[config.mk]
export PLATFORM = sky130hd
export DESIGN_NAME = esc_front
export DESIGN_NICKNAME = d
export VERILOG_FILES = /design/src/design/esc_pkg.sv /design/src/design/esc_front.sv
export SDC_FILE = /design/constraint.sdc
export NUM_CORES = 2
export LEC_CHECK = 0
export BUFFER_PORTS_ARGS = -buffer_cell sky130_fd_sc_hd__buf_2
export CAP_MARGIN = 20
export CORE_ASPECT_RATIO = 2
export CORE_MARGIN = 1
export CORE_UTILIZATION = 45
export CTS_BUF_LIST = sky130_fd_sc_hd__clkbuf_16
export DETAILED_ROUTE_END_ITERATION = 16
export SKIP_CTS_REPAIR_TIMING = 1
export SYNTH_ARGS = -nofsm -noshare
export SYNTH_HDL_FRONTEND = slang
export SYNTH_SLANG_ARGS = --single-unit
export TNS_END_PERCENT = 100
[constraint.sdc]
create_clock -name clk -period 21 [get_ports clk]
set_input_delay 2.1 -clock clk [delete_from_list [all_inputs] [get_ports clk]]
set_output_delay 2.1 -clock clk [all_outputs]
set_load 0.02 [all_outputs]
[src/design/esc_pkg.sv]
// shared types, codes and arithmetic helpers for the sensor compensation core
`default_nettype none
package esc_pkg;

  // disabled-channel codes of the raw data words
  localparam logic [23:0] TEMP_OFF_CODE  = 24'h800000;
  localparam logic [23:0] PRESS_OFF_CODE = 24'h800000;
  localparam logic [15:0] HUM_OFF_CODE   = 16'h8000;

  // configuration register indexes
  localparam logic [2:0] CFG_TEMP    = 3'd0;
  localparam logic [2:0] CFG_PRESS_A = 3'd1;
  localparam logic [2:0] CFG_PRESS_B = 3'd2;
  localparam logic [2:0] CFG_MIXED   = 3'd3;
  localparam logic [2:0] CFG_HUM     = 3'd4;

  // packed calibration registers
  typedef struct packed {
    logic [47:0] temp;
    logic [63:0] press_a;
    logic [63:0] press_b;
    logic [47:0] mixed;
    logic [31:0] hum;
  } esc_cfg_t;

  // item handed from the temperature front end to the back end
  typedef struct packed {
    logic [31:0] tcent;
    logic [31:0] tfine;
    logic [23:0] rp;
    logic [15:0] rh;
    logic        tv;
  } esc_item_t;

  function automatic logic [31:0] sra32(input logic [31:0] v, input int unsigned n);
    return 32'($signed(v) >>> n);
  endfunction

  function automatic logic [63:0] sra64(input logic [63:0] v, input int unsigned n);
    return 64'($signed(v) >>> n);
  endfunction

  function automatic logic [63:0] sx16(input logic [15:0] v);
    return {{48{v[15]}}, v};
  endfunction

endpackage
`default_nettype wire

[src/design/esc_front.sv]
// front end: accepts items and computes the fine temperature in a three-stage pipeline
`default_nettype none
module esc_front
  import esc_pkg::*;
#(
  parameter int DEPTH = 4
) (
  input  wire logic                   clk,
  input  wire logic                   rst_n,
  input  wire logic                   start,
  output logic                        busy,
  input  wire logic [23:0]            raw_temperature,
  input  wire logic [23:0]            raw_pressure,
  input  wire logic [15:0]            raw_humidity,
  input  wire logic [47:0]            temp_coeffs,
  input  wire logic [$clog2(DEPTH+1)-1:0] q_count,
  output logic                        push,
  output esc_item_t                   push_item
);

  localparam int CW = $clog2(DEPTH + 1);

  logic        v1_r, v2_r, v3_r;
  logic [31:0] m1_r, dd_r, v1v_r, m2_r, tfine_r;
  logic [23:0] rp1_r, rp2_r, rp3_r;
  logic [15:0] rh1_r, rh2_r, rh3_r;
  logic        tv1_r, tv2_r, tv3_r;
  logic [CW:0] occ;
  logic        accept;
  logic [19:0] adc;
  logic [31:0] t1, t2, t3, x1, d, tc;

  // credit check: queue plus items in flight
  assign occ    = {1'b0, q_count} + (CW+1)'(v1_r) + (CW+1)'(v2_r) + (CW+1)'(v3_r);
  assign busy   = (occ >= (CW+1)'(DEPTH));
  assign accept = start && !busy;

  // stage 1 operands
  always_comb begin
    adc = raw_temperature[23:4];
    t1  = {16'd0, temp_coeffs[15:0]};
    t2  = {{16{temp_coeffs[31]}}, temp_coeffs[31:16]};
    t3  = {{16{temp_coeffs[47]}}, temp_coeffs[47:32]};
    x1  = 32'(adc[19:3]) - (t1 << 1);
    d   = 32'(adc[19:4]) - t1;
  end

  // valid pipeline
  always_ff @(posedge clk) begin
    if (!rst_n) begin
      v1_r <= 1'b0;
      v2_r <= 1'b0;
      v3_r <= 1'b0;
    end else begin
      v1_r <= accept;
      v2_r <= v1_r;
      v3_r <= v2_r;
    end
  end

  // temperature datapath
  always_ff @(posedge clk) begin
    m1_r    <= x1 * t2;
    dd_r    <= d * d;
    tv1_r   <= (raw_temperature != TEMP_OFF_CODE);
    rp1_r   <= raw_pressure;
    rh1_r   <= raw_humidity;
    v1v_r   <= sra32(m1_r, 11);
    m2_r    <= sra32(dd_r, 12) * t3;
    tv2_r   <= tv1_r;
    rp2_r   <= rp1_r;
    rh2_r   <= rh1_r;
    tfine_r <= v1v_r + sra32(m2_r, 14);
    tv3_r   <= tv2_r;
    rp3_r   <= rp2_r;
    rh3_r   <= rh2_r;
  end

  // hundredths of a degree, zeroed when temperature is off
  assign tc = sra32(tfine_r * 32'd5 + 32'd128, 8);

  always_comb begin
    push            = v3_r;
    push_item.tcent = tv3_r ? tc : 32'd0;
    push_item.tfine = tv3_r ? tfine_r : 32'd0;
    push_item.rp    = rp3_r;
    push_item.rh    = rh3_r;
    push_item.tv    = tv3_r;
  end

endmodule
`default_nettype wire

**Word level (Yosys, flattened, before mapping)**

Index checks and enable logic that the tools add are counted.

- Register bits: 275
- Bits of input ports: 118
- Output and inout bits: 107
- Word-level logic and storage cells: 34

- Add/subtract/negate cells: 7
- $mul: 4
- Order comparisons: 1
- Equality and inequality tests: 1
- Muxes and demuxes: 2
- Reduce and logical (&&, ||, !) cells: 2

Operators with widths:

| cell | number |
|---|---|
| 32-bit 2-to-1 mux | 2 |
| 32-bit by 8-bit adder with 32-bit output (second input constant) | 1 |
| 17-bit by 17-bit multiplier with 32-bit output | 1 |
| 18-bit by 16-bit multiplier with 32-bit output | 1 |
| 20-bit by 16-bit multiplier with 32-bit output | 1 |
| 32-bit by 3-bit multiplier with 32-bit output (second input constant) | 1 |
| 24-bit inequality test (second input constant) | 1 |
| 21-bit by 18-bit adder with 22-bit output | 1 |
| 17-bit by 17-bit subtractor with 18-bit output | 1 |
| 16-bit by 16-bit subtractor with 17-bit output | 1 |
| 4-bit by 1-bit adder with 4-bit output | 2 |
| 3-bit by 1-bit adder with 4-bit output | 1 |
| 4-bit by 3-bit greater-or-equal comparator with 1-bit output (second input constant) | 1 |
| 1-bit logical AND | 1 |
| 1-bit zero test | 1 |

**Depth between registers and ports, before layout**

- Depth in word-level cells: 6
- Mapped depth: 34
- Mapped depth without buffers: 33

**Worst setup path after synthesis**

No wires, ideal clock.

- Path type: input to register
- Start point: input raw_temperature[8]
- End point: register dd_r[30]
- Library setup time: 123 ps
- Arrival time: 9231 ps
- Data required time: 20877 ps
- Path slack: 11645 ps
- Stages on the path: 30
- Buffers on the path: 1
- Path through: inv_1 > ha_1 > fa_1 > nor2b_1 > o31a_1 > o21ai_1 > a211oi_2 > o21ai_1 > xor2_2 > inv_1 > clkbuf_1 > nand2_1 > fa_1 > fa_1 > fa_1 > inv_1 > fa_1 > fa_1 > inv_1 > fa_1 > inv_1 > ha_1 > a21o_1 > a31oi_1 > a31oi_4 > a2111oi_4 > o31ai_2 > a41oi_2 > a21boi_1 > xor2_1

- Cells in the longest elaborated chain, start to end: 2

Ends and longest elaborated chain:

| item | line | text |
|---|---|---|
| from (decl) | esc_front.sv:12 | `input wire logic [23:0] raw_temperature,` |
| 16-bit by 16-bit subtractor with 17-bit output | esc_front.sv:45 | `d = 32'(adc[19:4]) - t1;` |
| 17-bit by 17-bit multiplier with 32-bit output | esc_front.sv:64 | `dd_r <= d * d;` |
| to (signal assigned) | esc_front.sv:64 |  |
| to (decl) | esc_front.sv:24 | `logic [31:0] m1_r, dd_r, v1v_r, m2_r, tfine_r;` |

Every way passes these cells.
A chain may end at the register's enable or synchronous reset.

**Worst setup path after layout**

- Start point: input raw_temperature[8]
- End point: register m1_r[29]

- Cells in the longest elaborated chain, start to end: 2

Ends and longest elaborated chain:

| item | line | text |
|---|---|---|
| 17-bit by 17-bit subtractor with 18-bit output | esc_front.sv:44 | `x1 = 32'(adc[19:3]) - (t1 << 1);` |
| 18-bit by 16-bit multiplier with 32-bit output | esc_front.sv:63 | `m1_r <= x1 * t2;` |
| to (signal assigned) | esc_front.sv:63 |  |
| to (decl) | esc_front.sv:24 |  |

Every way passes these cells.

==> impl_summary.log <==
[metrics] outcome: completed
[metrics] top_reg_cell synth: dfxtp_1
[metrics] number of storage elements in the synthesis netlist: 228
[metrics] Initial Utilization: 45.53%
[metrics] Detailed Routing Iterations Pass 1: 7
[metrics] share of layout cells above drive strength 1: 7.913%
[metrics] launching element of the worst setup path: raw_temperature[8]
[metrics] worst-case clock skew: 0.06376 ns
[metrics] source-to-sink clock delay at the later pin of the worst-skew pair: 0.58 ns
[metrics] per-cell via count in the routed design: 5.016
[metrics] die area: 83840 um2
[metrics] last weighted congestion value of the routability-driven placer: 0.8997
[metrics] count leader, synth: inv_1
[metrics] CTS tree: done
[metrics] count of final hold-check violations: 0
[metrics] DRT antenna net count: 0
[metrics] critical path required time: 21.42 ns
[metrics] CTS Buffer Depth: 3
[metrics] summed negative setup slack over all endpoints: 0 ns
[metrics] top fanout value on the critical path: 19
[metrics] post-placement cell count: 5054
[metrics] Row Count: 148
[metrics] number of pins with negative max-slew slack in the final report: 0
[metrics] DRC violations left: 0
[metrics] end point of the critical path: m1_r[29]
[metrics] clock root buffer: clkbuf_16
[metrics] category of cells accounting for the largest share of critical-path delay: adder cells
[metrics] sequential element share of the synthesized area: 12.28%
[metrics] slowest cell delay on critical path: 0.60 ns
[metrics] number of max-cap violations: 0
[metrics] maximum operating frequency: 0.1009 GHz
[metrics] share of the clock period used by the worst path after layout: 47.19%
[metrics] Cell Count, Final, Fillers Out: 5095
[metrics] number of cells on the critical path: 30
[metrics] remaining global-route overflow: 0
[metrics] net count reported at finish: 5301
[metrics] cell repeated most along the worst path: fa_1
[metrics] combined global-route utilization of all metal layers: 23.42%
[metrics] post-detailed-placement half-perimeter wirelength: 79.79 mm
[metrics] Synthesis Warnings: 0
[metrics] number of instances in the synthesized netlist: 3894
[metrics] terminus of the critical flop-to-flop path: m2_r[31]
[metrics] startpoint of the lowest-slack register-to-register path: dd_r[21]
[metrics] nature of the critical path endpoint: register
[metrics] via count of the first global-routing pass: 28.84k
[metrics] wire per inst: 18.48 um
[metrics] leading cell types by count after synthesis: inv_1, fa_1, nand2_1
[metrics] count of boundary I/O pins: 225
[metrics] data arrival time of the critical path: 10.32 ns
[metrics] worst hold path type: reg -> reg
[metrics] Distinct cells, synth: 71
[metrics] reg2reg path depth: 22
[metrics] fin util: 48.88%
[metrics] final critical-path required period: 9.909 ns
[metrics] unrepaired setup endpoints after global routing: no
[metrics] async set or reset register ratio after synthesis: 0%
[metrics] quantity of I/O buffers inserted on ports: 224
[metrics] y dimension of the die: 408.5 um
[metrics] WS Path Type: in -> reg
[metrics] Syn Nets: 5166
[metrics] cell type with the highest aggregate area in the netlist: fa_1
[metrics] slowest stage cell, crit path: fa_1
[metrics] clock-pin transition on the worst setup and hold timing paths: 0.07 ns
[metrics] wire length of the first global-routing pass: 148.9 mm
[metrics] count of buffer and inverter cells on the critical path: 5
[metrics] die width: 205.2 um
[metrics] Avg Synthesized Cell Area: 9.548 um2
[metrics] number of buffers added by the clock tree synthesis step: 21
[metrics] H-tree lvl count: 1
[metrics] synthesized cell area: 37180 um2
[metrics] count of final setup violators: 0
[metrics] initial antenna violation count: 0
[metrics] biggest area contributors in the synthesized netlist: fa_1, dfxtp_1, ha_1
[metrics] Detailed Route WL: 94.15 mm
[metrics] worst slew margin relative to its limit: 17.28%
[metrics] relative area change from synthesis to final layout: 7.367%
[metrics] R2R setup slack: 12.61 ns
[metrics] Detailed Route Iter0 Violations: 875
[metrics] Placeable Area: 81660 um2
[metrics] share of the synthesized area in the top cell type: 44.05%
[metrics] launching element type of the critical path: input port
[metrics] FILL cells: 7868
[metrics] pin count of the biggest net entering global routing: 41
[metrics] pin slew with the least headroom to its limit: 1.228 ns
[metrics] total via count in the routed design: 25.56k
[metrics] number of sinks handled by clock tree synthesis: 228
[metrics] count of flip-flops with a built-in enable after synthesis: 0
per-layer routing:
metal | up-vias | global-route usage [%] | routed length (um)
met5 | - | 0 | 0
met4 | 0 | 17.83 | 8535
met3 | 314 | 1.786 | 2926
met2 | 641 | 46.03 | 53100
met1 | 12998 | 21.66 | 29590
li1 | 11603 | - | -
cells by family (layout without fill, tap and decap cells):
group	after synthesis	count (layout)	synth area share (%)
AO/OA/AOI/OAI	218	218	4.106
XOR/XNOR	149	149	3.608
adder cells (fa/ha/maj)	1154	1154	55.35
buffers and inverters	1139	1289	11.70
flip-flops	228	228	12.28
multiplexers	1	1	0.03029
other	0	1	0
AND/OR/NAND/NOR	1005	1005	12.92
layout by cell type (no fill, tap or decap), types with 36 or more instances in the layout:
| master | count |
|---|---|
| and2_1 | 270 |
| buf_2 | 224 |
| xnor2_1 | 105 |
| a21o_1 | 36 |
| inv_1 | 993 |
| dfxtp_1 | 228 |
| xor2_1 | 36 |
| ha_1 | 336 |
| nand2_1 | 442 |
| a21oi_1 | 64 |
| nor2_1 | 141 |
| fa_1 | 818 |
through the flow:
| stage | hold slack, ns | worst slack (ns) | instance area [um2] |
|---|---|---|---|
| global route | 0.3197 | 10.41 | 39910 |
| CTS | 0.3020 | 11.04 | 39890 |
| detailed placement | 0.3121 | 10.49 | 39240 |
| global placement | 0.3096 | 10.58 | 39240 |
| finish | 0.3086 | 11.09 | 39920 |
| floorplan | 0.3096 | 11.65 | 37180 |
layout make-up:
class,instances,area [um2],share of cell area (%)
clock inverters,17,127.6,0.3197
inverters,1000,3754,9.404
clock buffers,21,525.5,1.316
well taps,1050,1314,3.291
repair buffers,251,1331,3.335
diodes,1,2.502,0.006269
multi-input cells,2527,28300,70.89
flip-flops and latches,228,4564,11.43
state kept, by name (all words and copies together), names as in the netlist:
register and count:
rp1_r 24, rp2_r 24, rp3_r 24, tfine_r 22
m1_r 21, v1v_r 21, dd_r 20, m2_r 18
rh1_r 16, rh2_r 16, rh3_r 16, push 1
tv1_r 1, tv2_r 1, tv3_r 1, v1_r 1
v2_r 1
worst min-delay path by stage:
stage,startpoint,end,slack (ns),cells past startpoint
floorplan,rh1_r[0],rh2_r[0],0.31,0
detailed placement,rp1_r[18],rp2_r[18],0.31,0
global route,rp2_r[5],rp3_r[5],0.32,0
global placement,rp1_r[1],rp2_r[1],0.31,0
CTS,rh1_r[13],rh2_r[13],0.30,0
finish,rh1_r[13],rh2_r[13],0.31,0
Power is not shown: default switching activity piles up to over one toggle a cycle in this logic, so the estimate is an artifact.
