[src/design/esc_pkg.sv]
// shared types, codes and arithmetic helpers for the sensor compensation core
`default_nettype none
package esc_pkg;

  // disabled-channel codes of the raw data words
  localparam logic [23:0] TEMP_OFF_CODE  = 24'h800000;
  localparam logic [23:0] PRESS_OFF_CODE = 24'h800000;
  localparam logic [15:0] HUM_OFF_CODE   = 16'h8000;

  // configuration register indexes
  localparam logic [2:0] CFG_TEMP    = 3'd0;
  localparam logic [2:0] CFG_PRESS_A = 3'd1;
  localparam logic [2:0] CFG_PRESS_B = 3'd2;
  localparam logic [2:0] CFG_MIXED   = 3'd3;
  localparam logic [2:0] CFG_HUM     = 3'd4;

  // packed calibration registers
  typedef struct packed {
    logic [47:0] temp;
    logic [63:0] press_a;
    logic [63:0] press_b;
    logic [47:0] mixed;
    logic [31:0] hum;
  } esc_cfg_t;

  // item handed from the temperature front end to the back end
  typedef struct packed {
    logic [31:0] tcent;
    logic [31:0] tfine;
    logic [23:0] rp;
    logic [15:0] rh;
    logic        tv;
  } esc_item_t;

  function automatic logic [31:0] sra32(input logic [31:0] v, input int unsigned n);
    return 32'($signed(v) >>> n);
  endfunction

  function automatic logic [63:0] sra64(input logic [63:0] v, input int unsigned n);
    return 64'($signed(v) >>> n);
  endfunction

  function automatic logic [63:0] sx16(input logic [15:0] v);
    return {{48{v[15]}}, v};
  endfunction

endpackage
`default_nettype wire

[src/design/esc_queue.sv]
// small item queue between the front end and the back end
`default_nettype none
module esc_queue
  import esc_pkg::*;
#(
  parameter int DEPTH = 4
) (
  input  wire logic                       clk,
  input  wire logic                       rst_n,
  input  wire logic                       push,
  input  wire esc_item_t                  push_item,
  input  wire logic                       pop,
  output esc_item_t                       head,
  output logic                            empty,
  output logic [$clog2(DEPTH+1)-1:0]      count
);

  localparam int PW = $clog2(DEPTH);
  localparam int CW = $clog2(DEPTH + 1);

  esc_item_t     mem_r [DEPTH];
  logic [PW-1:0] wr_r, rd_r;
  logic [CW-1:0] cnt_r;

  // storage
  always_ff @(posedge clk) begin
    if (push) begin
      mem_r[wr_r] <= push_item;
    end
  end

  // pointers and fill level
  always_ff @(posedge clk) begin
    if (!rst_n) begin
      wr_r  <= '0;
      rd_r  <= '0;
      cnt_r <= '0;
    end else begin
      if (push) begin
        wr_r <= (wr_r == PW'(DEPTH - 1)) ? '0 : wr_r + PW'(1);
      end
      if (pop) begin
        rd_r <= (rd_r == PW'(DEPTH - 1)) ? '0 : rd_r + PW'(1);
      end
      if (push && !pop) begin
        cnt_r <= cnt_r + CW'(1);
      end else if (pop && !push) begin
        cnt_r <= cnt_r - CW'(1);
      end
    end
  end

  assign head  = mem_r[rd_r];
  assign empty = (cnt_r == '0);
  assign count = cnt_r;

  a_no_overflow: assert property (@(posedge clk) disable iff (!rst_n)
    push && !pop |-> cnt_r != CW'(DEPTH))
    else $error("queue overflow");

endmodule
`default_nettype wire

[config.mk]
export PLATFORM = sky130hd
export DESIGN_NAME = esc_queue
export DESIGN_NICKNAME = d
export VERILOG_FILES = /design/src/design/esc_pkg.sv /design/src/design/esc_queue.sv
export SDC_FILE = /design/constraint.sdc
export NUM_CORES = 1
export LEC_CHECK = 0
export BUFFER_PORTS_ARGS = -buffer_cell sky130_fd_sc_hd__buf_2
export CELL_PAD_IN_SITES_DETAIL_PLACEMENT = 0
export CELL_PAD_IN_SITES_GLOBAL_PLACEMENT = 1
export CORE_MARGIN = 4
export CORE_UTILIZATION = 48
export CTS_BUF_LIST = sky130_fd_sc_hd__clkbuf_8
export CTS_CLUSTER_DIAMETER = 100
export CTS_CLUSTER_SIZE = 8
export DETAILED_ROUTE_END_ITERATION = 6
export PLACE_DENSITY = 0.79
export SLEW_MARGIN = 20
export SYNTH_ARGS = -nofsm -noshare
export SYNTH_HDL_FRONTEND = slang
export SYNTH_SLANG_ARGS = --single-unit
[constraint.sdc]
create_clock -name clk -period 4.6 [get_ports clk]
set_clock_uncertainty 0.05 [all_clocks]
set_input_delay 0.92 -clock clk [delete_from_list [all_inputs] [get_ports clk]]
set_output_delay 0.92 -clock clk [all_outputs]
set_load 0.02 [all_outputs]
### Word level (Yosys, flattened, before mapping)

Memories as Yosys holds them, arrays and structs flattened. A register that Yosys moved wholly into a read port is not among the register bits.
Cells that the tools add are included.

| word-level totals | value |
|---|---|
| input bits | 109 |
| register bits | 7 |
| memories kept | 1 |
| bits in writable memories | 420 |
| logic and storage cells | 24 |

| cells by class | value |
|---|---|
| equality and inequality tests | 2 |
| $add $sub $neg | 4 |
| reduce and logical (&&, ||, !) cells | 6 |
| mux-type cells | 8 |

Memories:

| name | words | bits a word | rd ports | clocked after Yosys merged registers in | wr ports | line | text |
|---|---|---|---|---|---|---|---|
| mem_r | 4 | 105 | 1 | 1 | 1 | esc_queue.sv:21 | `esc_item_t mem_r [DEPTH];` |

Operators with widths:

| kind | number |
|---|---|
| $mux W2 | 4 |
| $mux W3 | 2 |
| $add A2 B1 Y2 const B | 2 |
| $eq A2 B2 Y1 const B | 2 |
| $add A3 B1 Y3 const B | 1 |
| $logic_not A3 Y1 | 1 |
| $sub A3 B1 Y3 const B | 1 |
| $logic_and A1 B1 Y1 | 2 |
| $logic_not A1 Y1 | 2 |
| $mux W1 | 2 |
| $reduce_bool A2 Y1 | 1 |

### Depth between registers and ports, before layout

Gate-level depths: netlist of run 1.

| logic depth | value |
|---|---|
| depth after elaboration | 4 |
| depth in mapped cells | 7 |
| depth with buffers taken out | 7 |

### Worst setup path after synthesis of run 1

OpenSTA, ideal clock, no wires.

| timing path | value |
|---|---|
| path type | input-to-reg |
| start point | input port push |
| end point | memory mem_r[0][0] (netlist bit) (enable) |
| path slack | 0.734 ns |
| arrival | 3.340 ns |
| stages on the path | 1 |
| library setup time | 0.476 ns |
| path through | and2_1 |

| on the way | value |
|---|---|
| longest elaborated chain between the ends | 2 |

Ends and longest elaborated chain:

| item | line | text |
|---|---|---|
| start, declared | esc_queue.sv:10 | `input wire logic push,` |
| $mux W1 | esc_queue.sv:27 | `if (push) begin` |
| $mux W1 (not written as such) | esc_queue.sv:28 | `mem_r[wr_r] <= push_item;` |
| end, declared | esc_queue.sv:21 |  |

Every way passes these cells.

==> results.json, run 1 <==
{
  "status": "complete, no violations",
  "fmax_mhz": 297.6,
  "gr-max-usage-layer": "met2",
  "crit_fanout": 64,
  "wl_mm": 28.60,
  "finalCriticalPeriod_ns": 3.361,
  "p_per_area_nw_per_um2": 427.0,
  "seq_area_frac_synth_pct": 81.96,
  "clock-sinks": 429,
  "total_leakage_power_uw": 0.006068,
  "tightest_slew_ns": 0.8234,
  "finalNetCount": 971,
  "syn_area_um2": 15610,
  "place_congestion": 0.6856,
  "rr_worst_depth": 3,
  "endpoint_kind": "primary output",
  "fillers": 2343,
  "drtAntennaViolNets": 0,
  "cts_made_buffers": 59,
  "grt_max_degree": 66,
  "rows": 65,
  "cts_hold_buf": 0,
  "clock_latency_ns": 0.57,
  "firstDrtPassIters": 4,
  "max_cap_violations": 0,
  "io_buffers": 217,
  "route.vias.total": 6994,
  "ys_types": 21,
  "path_cells": "buf_12 > mux4_2 > buf_2",
  "die_w_um": 188.3,
  "cp_top_family": "flip-flops",
  "use_met1_pct": 21.81,
  "cts_resized": 0,
  "route.detailed.drc": 0,
  "dieArea_um2": 35460,
  "start_util_pct": 49.08,
  "post_cts_buffers": 0,
  "vias_per_cell": 5.363,
  "ios": 218,
  "cp.required_ns": 3.63,
  "synth_cells": 592,
  "drive_gt1_share_pct": 46.08,
  "grt.overflow.total": 0,
  "avgRoutedWirePerCell_um": 21.93,
  "critPathLaunchType": "flip-flop",
  "track_usage_pct": 16.15,
  "grt_use_met2_pct": 26.60,
  "htreeDepth": 2,
  "worstSetupPathType": "reg -> out",
  "whs_ns": 0.4828,
  "grt_pass1_wl_mm": 44.54,
  "slowest_delay_ns": 0.79,
  "drt_iter0_drc": 443,
  "grt_pass1_vias": 7671,
  "cts_tree": "done",
  "whs_path_depth": 2,
  "path_clk_slew_ns": 0.06,
  "ctsRootBufferMaster": "clkbuf_8",
  "core_area_um2": 31800,
  "fin_crit_sh_pct": 73.06,
  "synth_warnings": 0,
  "slowest_stage": "dfxtp_4",
  "ir_worst_vdd_v": 0.0002456,
  "cp.depth": 3,
  "area.growth.synth_to_final_pct": 16.11,
  "rsz0062_at_grt": "false",
  "fin_setup_tns_ns": 0,
  "die_h_um": 188.3,
  "cp.buffers_inverters": 2,
  "place_hpwl_mm": 17.11,
  "synth_seq_cells": 429,
  "syn_area_per_cell_um2": 26.36,
  "setup_violations": 0,
  "met3_usage_pct": 4.520,
  "drv_slew": 0,
  "arrival_ns": 2.39,
  "clock_path_buffers": 3,
  "relSlewSlack_pct": 45.10,
  "antenna_found_initial": 5,
  "syn_nets": 708,
  "hold_class": "reg -> reg",
  "hold_viol_final": 0
}
==> sequential cells by signal (all words and copies together) (netlist names), named ones only <==
name   count
rd_r       2
mem_r    420
count      3
wr_r       2
==> through the flow <==
stage	worst slack (ns)	total power, µW	std cells	area (µm²)	util (%)
2_1_floorplan	0.7342	5134	592	15610	-
3_3_place_gp	1.799	5423	1229	17230	54.18
3_5_place_dp	1.786	5441	1229	17230	54.18
4_1_cts	1.144	7853	1303	18120	56.98
5_1_grt	1.083	8102	1304	18120	56.99
6_report	1.239	7738	1304	18120	56.99
==> cells in the final DEF (no fill, tap or decap), types with 4 or more instances in the layout <==
| cell | netlist | final |
|---|---|---|
| nor2b_1 | 5 | 5 |
| buf_2 | 12 | 217 |
| ha_1 | 6 | 6 |
| and2_4 | 0 | 4 |
| inv_1 | 4 | 15 |
| mux4_2 | 105 | 105 |
| buf_12 | 0 | 7 |
| clkbuf_8 | 0 | 60 |
| mux2i_1 | 4 | 4 |
| edfxtp_1 | 420 | 420 |
| dfxtp_1 | 9 | 7 |
==> power by group <==
part	switching, µW	internal, µW	total [µW]
logic	482	326	808
registers	52.2	4480	4530
clock network	1230	1170	2400
==> routing by layer <==
| metal | part of all wire [%] | vias up |
|---|---|---|
| li1 | - | 3050 |
| met5 | 0.16 | - |
| met3 | 7.1 | 46 |
| met4 | 1.6 | 8 |
| met1 | 41 | 3662 |
| met2 | 50 | 228 |
==> cell families (layout without fill, tap and decap cells) <==
| kind of cell | count (synthesis) | after routing | share of synthesized area, % |
|---|---|---|---|
| adder cells (fa/ha/maj) | 7 | 7 | 0.6093 |
| AO/OA/AOI/OAI | 3 | 3 | 0.1283 |
| other | 0 | 1 | 0 |
| flip-flops | 429 | 429 | 81.96 |
| XOR/XNOR | 2 | 2 | 0.1123 |
| multiplexers | 109 | 109 | 15.41 |
| buffers and inverters | 28 | 304 | 1.251 |
| AND/OR/NAND/NOR | 14 | 14 | 0.5291 |
==> path summary, 6_finish.rpt <==
path             endpoint  slack (ns)  startpoint
min reg2reg      count[2]        0.48    count[2]
max reg2reg  mem_r[3][53]        2.46     wr_r[0]
min              count[2]        0.48    count[2]
max             head[100]        1.24   flip-flop
==> synthesized netlist by cell type, drive strengths merged <==
master  count  area, µm²
ha          6      75.07
and2        5      31.28
nor3        2      10.01
edfxtp    420      12610
inv         4      15.01
fa          1      20.02
o21ai       1      5.000
a21boi      1      7.510
nor2b       5      31.28
or3         1      6.260
nor2        1      3.750
mux4      105       2365
xor2        1      8.760
clkbuf      5      18.77
xnor2       1      8.760
dfxtp       9      180.2
mux2i       4      40.04
o21a        1      7.510
buf        19      161.4
==> cell type report <==
class / instances / area (µm²) / share of cell area (%)
multi-input cells: 135 / 2630 / 14.51
clock inverters: 14 / 62.56 / 0.3452
flip-flops and latches: 429 / 12800 / 70.63
clock buffers: 60 / 825.8 / 4.557
repair buffers: 226 / 1241 / 6.849
well taps: 435 / 544.3 / 3.004
diodes: 1 / 2.502 / 0.01381
inverters: 4 / 15.01 / 0.08286
==> worst reg2reg max path, delay by kind of cell (launching register included) <==
family	cells	cell delay, ns
adders and majority gates	1	0.20
buffers and inverters	1	0.40
DFF	1	0.40
and+or+nand+nor	1	0.68
Note: power is estimated with default switching activity, not from simulation.
==> inputs of run 2 (changes only) <==
--- a/config.mk
+++ b/config.mk
@@ -9,12 +9,12 @@
 export CELL_PAD_IN_SITES_DETAIL_PLACEMENT = 0
 export CELL_PAD_IN_SITES_GLOBAL_PLACEMENT = 1
 export CORE_MARGIN = 4
-export CORE_UTILIZATION = 48
+export CORE_UTILIZATION = 47
 export CTS_BUF_LIST = sky130_fd_sc_hd__clkbuf_8
 export CTS_CLUSTER_DIAMETER = 100
 export CTS_CLUSTER_SIZE = 8
 export DETAILED_ROUTE_END_ITERATION = 6
-export PLACE_DENSITY = 0.79
+export PLACE_DENSITY = 0.81
 export SLEW_MARGIN = 20
 export SYNTH_ARGS = -nofsm -noshare
 export SYNTH_HDL_FRONTEND = slang
==> constraint.sdc (replaced) <==
create_clock -name clk -period 2.9 [get_ports clk]
set_clock_uncertainty 0.05 [all_clocks]
set_input_delay 0.58 -clock clk [delete_from_list [all_inputs] [get_ports clk]]
set_output_delay 0.58 -clock clk [all_outputs]
set_load 0.02 [all_outputs]
==> run 2 against run 1 <==
Clock power rose by 60%. Wire length is 4.4% higher. Global-route usage is 0.49 points higher. Final area grew 1.6%. Non-clock buffer count grew 18. First-iteration DRC count up 11%. Die area is 2.0% higher. Count of clock-buffer cells in the layout unchanged. Critical path type unchanged. Critical endpoint is now head[89]. Largest cell class unchanged.
==> results.json, run 2 (synthesis results as in run 1) <==
{
  "rr_worst_depth": 3,
  "area.growth.synth_to_final_pct": 17.94,
  "rows": 66,
  "fin_setup_tns_ns": 0,
  "ctsRootBufferMaster": "clkbuf_8",
  "grt_pass1_vias": 7738,
  "grt_max_degree": 39,
  "worstSetupPathType": "reg -> out",
  "largest_register_ffs": 420,
  "fin_crit_sh_pct": 95.36,
  "path_clk_slew_ns": 0.06,
  "path_cells": "buf_12 > mux4_2 > buf_2",
  "slowest_stage": "dfxtp_4",
  "place_congestion": 0.7329,
  "place_hpwl_mm": 19.27,
  "cts_made_buffers": 59,
  "status": "complete, no violations",
  "cp.required_ns": 2.27,
  "r2r_slack_ns": 1.05,
  "htreeDepth": 2,
  "clock_latency_ns": 0.59,
  "drt_iter0_drc": 490,
  "holdPathEnd": "mem_r[2][18]",
  "tightest_slew_ns": 0.5893,
  "regArea_um2": 12800,
  "route.detailed.drc": 0,
  "worstHoldStart": "push_item[18]",
  "top_register": "mem_r",
  "arrival_ns": 2.14,
  "die_w_um": 190.2,
  "core_area_um2": 32620,
  "vias_per_cell": 5.337,
  "finalCriticalPeriod_ns": 2.765,
  "grt_pass1_wl_mm": 45.53,
  "layout_common_cells": "420 x edfxtp_1, 217 x buf_2, 105 x mux4_2, 60 x clkbuf_8, 18 x buf_12",
  "avgRoutedWirePerCell_um": 22.46,
  "whs_path_depth": 1,
  "critPathLaunchType": "flip-flop",
  "cts_tree": "done",
  "hold_viol_final": 0,
  "clock-sinks": 429,
  "firstDrtPassIters": 4,
  "reg2reg_from": "wr_r[0]",
  "slowest_delay_ns": 0.55,
  "cts_hold_buf": 0,
  "drive_gt1_share_pct": 47.29,
  "final_common_cell": "edfxtp_1",
  "relSlewSlack_pct": 60.71,
  "drtAntennaViolNets": 0,
  "total_leakage_power_uw": 0.006191,
  "track_usage_pct": 16.64,
  "rsz0062_at_grt": "false",
  "drv_slew": 0,
  "max_cap_violations": 0,
  "io_buffers": 217,
  "route.vias.total": 7093,
  "antenna_found_initial": 6,
  "fmax_mhz": 361.6,
  "multi_input_area_um2": 2630,
  "whs_ns": 0.1402,
  "die_h_um": 190.2,
  "wl_mm": 29.85,
  "fillers": 2374,
  "hold_class": "in -> reg",
  "cp_top_family": "flip-flops",
  "cp.buffers_inverters": 2,
  "p_per_area_nw_per_um2": 672.0,
  "setup_violations": 0,
  "ios": 218,
  "finalNetCount": 989,
  "ir_worst_vdd_v": 0.0005312,
  "worstReg2RegEnd": "mem_r[3][10]",
  "start_util_pct": 47.85,
  "dieArea_um2": 36190,
  "crit_fanout": 19,
  "endpoint_kind": "primary output",
  "grt.overflow.total": 0,
  "clock_path_buffers": 3
}
run 2: cell count changes in the layout (fill, tap and decap cells not counted):
cell	previous run	this run
inv_1	15	13
buf_12	7	18
buf_4	2	8
buf_8	0	1
diode_2	1	3
run 2: worst max-delay path by stage:
| stage | startpoint | to | slack, ns | cells past startpoint |
|---|---|---|---|---|
| floorplan | push | mem_r[3][0] | 0.53 | 1 |
| global placement | flip-flop | head[89] | 0.55 | 3 |
| detailed placement | flip-flop | head[89] | 0.54 | 3 |
| CTS | flip-flop | head[89] | 0.04 | 3 |
| global route | flip-flop | head[89] | 0.01 | 3 |
| finish | flip-flop | head[89] | 0.13 | 3 |
run 2: repair_timing:
item,in CTS,in global routing
setup endpoints to repair,90,0
gates resized for setup,0,0
buffers inserted,1,0
run 2: through the flow:
step,std cells,total power [µW],setup slack (ns),utilization (%),instance area (µm²)
3_5_place_dp,1253,8695,0.5379,53.66,17500
3_3_place_gp,1253,8659,0.5482,53.66,17500
5_1_grt,1327,12920,0.01169,56.42,18400
6_report,1329,12370,0.1346,56.43,18410
4_1_cts,1326,12560,0.03782,56.41,18400
2_1_floorplan,592,8129,0.5309,-,15610
run 2: cell type report:
class,instances,share of cell area [%]
antenna,3,0.04078
clock buffer,60,4.486
clock inverter,12,0.2991
inverter,4,0.08157
multi-input combinational,135,14.29
sequential,429,69.54
tap,442,3.004
timing repair buffer,244,8.265
run 2: worst register-to-register path, delay by kind of cell (launching register included):
family | cells | cell delay [ns]
fa+ha+maj | 1 | 0.20
buf+inv | 1 | 0.36
flops | 1 | 0.40
simple gates | 1 | 0.52
run 2: power by group:
part / internal [µW] / switching [µW] / total, µW
clock network: 1850 / 1990 / 3830
registers: 7100 / 85.1 / 7190
logic: 562 / 783 / 1350
run 2: metal layers:
layer	GRT usage (%)	wire [µm]	up-vias
met5	0	69	-
met4	4.448	512	10
li1	-	-	3090
met2	27.33	14860	260
met3	4.998	2581	55
met1	22.12	11830	3678
==> inputs of run 3 (changes only) <==
--- a/config.mk
+++ b/config.mk
@@ -9,12 +9,12 @@
 export CELL_PAD_IN_SITES_DETAIL_PLACEMENT = 0
 export CELL_PAD_IN_SITES_GLOBAL_PLACEMENT = 1
 export CORE_MARGIN = 4
-export CORE_UTILIZATION = 47
-export CTS_BUF_LIST = sky130_fd_sc_hd__clkbuf_8
+export CORE_UTILIZATION = 45
+export CTS_BUF_LIST = sky130_fd_sc_hd__clkbuf_16
 export CTS_CLUSTER_DIAMETER = 100
 export CTS_CLUSTER_SIZE = 8
 export DETAILED_ROUTE_END_ITERATION = 6
-export PLACE_DENSITY = 0.81
+export PLACE_DENSITY = 0.78
 export SLEW_MARGIN = 20
 export SYNTH_ARGS = -nofsm -noshare
 export SYNTH_HDL_FRONTEND = slang
==> run 3 against run 2 <==
Hold slack got worse by 0.0034 ns. Sequential share of layout area down 2.3 points. Cell count decreased by 0.15%. Power grew 17%. Global-route usage down 0.12 points. Register-to-register slack better by 0.08 ns. Count of clock-buffer cells in the layout decreased by 1. First-iteration DRC count up 14%. Non-clock buffer count shrank 10. Worst setup slack got worse by 0.021 ns. Utilization decreased by 0.21 points. Largest cell class unchanged.
==> results.json, run 3 (synthesis results as in run 1) <==
{
  "status": "complete, no violations",
  "p_per_area_nw_per_um2": 760.2,
  "io_buffers": 217,
  "pre_cts_ws_ns": 0.6131,
  "ctsRootBufferMaster": "clkbuf_16",
  "dieArea_um2": 37730,
  "worstHoldStart": "push_item[71]",
  "place_hpwl_mm": 18.10,
  "layout_common_cells": "420 x edfxtp_1, 217 x buf_2, 105 x mux4_2, 60 x clkbuf_16, 14 x inv_1",
  "reg2reg_from": "wr_r[0]",
  "clock_latency_ns": 0.59,
  "fin_util_pct": 56.22,
  "start_util_pct": 46.08,
  "setup_violations": 0,
  "finalCriticalPeriod_ns": 2.786,
  "hold_viol_final": 0,
  "antenna_found_initial": 4,
  "worstReg2RegEnd": "mem_r[1][38]",
  "top_register": "mem_r",
  "avgRoutedWirePerCell_um": 23.44,
  "drv_slew": 0,
  "drive_gt1_share_pct": 46.63,
  "track_usage_pct": 16.52,
  "cp_top_family": "multiplexers",
  "route.vias.total": 7166,
  "drt_iter0_drc": 560,
  "total_leakage_power_uw": 0.006465,
  "path_clk_slew_ns": 0.05,
  "fmax_mhz": 358.9,
  "firstDrtPassIters": 7,
  "critPathLaunchType": "flip-flop",
  "cp.depth": 3,
  "place_congestion": 0.6835,
  "whs_path_depth": 1,
  "path_cells": "buf_16 > mux4_2 > buf_2",
  "arrival_ns": 2.16,
  "tightest_slew_ns": 0.4170,
  "rows": 67,
  "crit_fanout": 32,
  "max_cap_violations": 0,
  "drtAntennaViolNets": 0,
  "stdcell_count": 1327,
  "relSlewSlack_pct": 72.20,
  "hold_class": "in -> reg",
  "grt_max_degree": 62,
  "critPathCapture": "head[39]",
  "clock_path_buffers": 3,
  "htreeDepth": 2,
  "rsz0062_at_grt": "true",
  "endpoint_kind": "primary output",
  "largest_register_ffs": 420,
  "ir_worst_vdd_v": 0.0005347,
  "grt.overflow.total": 0,
  "wl_mm": 31.10,
  "fin_crit_sh_pct": 96.09,
  "dp_cells": 1248,
  "post_cts_buffers": 0,
  "rr_worst_depth": 3,
  "cp.required_ns": 2.27,
  "grt_pass1_wl_mm": 47.53,
  "slowest_delay_ns": 0.57,
  "r2r_slack_ns": 1.13,
  "die_h_um": 194.2,
  "clock-sinks": 429,
  "worstSetupPathType": "reg -> out",
  "final_common_cell": "edfxtp_1",
  "die_w_um": 194.2,
  "vias_per_cell": 5.400,
  "core_area_um2": 33870,
  "area.growth.synth_to_final_pct": 21.99,
  "slowest_stage": "mux4_2",
  "ios": 218,
  "finalNetCount": 979,
  "grt_pass1_vias": 7622,
  "cts_tree": "done",
  "cp.buffers_inverters": 2,
  "route.detailed.drc": 0,
  "setup_slack_ns": 0.1135,
  "cts_made_buffers": 59
}
## run 3: changes by cell type in the layout (fill, tap and decap cells not counted)
cell / delta
clkbuf_16: +60
clkbuf_8: -60
buf_12: -7
buf_4: -6
buf_16: +3
clkinv_16: +2
buf_8: -1
clkinv_8: +1
clkinvlp_4: -1
diode_2: +1
inv_1: +1
inv_6: -1
## run 3: repair_timing
| action | in CTS | in global routing |
|---|---|---|
| hold buffers | 0 | 0 |
| setup endpoints to repair | 55 | 6 |
| hold endpoints to repair | 0 | 0 |
| gates resized for setup | 3 | 0 |
| cloned | 1 | 1 |
## run 3: worst min-delay path by stage
stage / endpoint / slack (ns)
finish: mem_r[0][71] / 0.14
global route: mem_r[3][48] / 0.11
CTS: mem_r[1][71] / 0.1
detailed placement: count[2] / 0.48
global placement: count[2] / 0.46
floorplan: flip-flop / 0.46
## run 3: layout make-up
class	instances	area [µm²]
sequential	429	12800
tap	448	560.5
multi-input combinational	135	2630
fill	2505	14830
clock buffer	59	1476
timing repair buffer	234	1429
antenna	4	10.01
inverter	4	15.01
clock inverter	14	118.9
## run 3: worst register-to-register path: cells and delay by family, from the launching register on
family	cells	cell delay [ns]
and+or+nand+nor	1	0.41
adders and majority gates	1	0.17
DFF	1	0.40
buffers and inverters	1	0.40
## run 3: report_power, final
part	internal, µW	switching, µW
registers	7120	83.2
clock network	3580	2350
logic	552	794
## run 3: routing by layer
layer | global-route usage (%) | part of all wire [%]
met2 | 25.82 | 48
met4 | 5.365 | 2.0
met1 | 23.33 | 42
met5 | 0 | 0.023
met3 | 3.997 | 7.4
## run 3: per-stage QoR
step	setup TNS (ns)	power (µW)	instance area [µm²]	hold WS [ns]
after global placement	0	8637	17370	0.4563
after floorplan	0	8129	15610	0.4625
after CTS	0	14670	19000	0.09572
after detailed placement	0	8667	17370	0.4779
after global routing	-0.003858	15060	19030	0.1134
final	0	14470	19040	0.1369
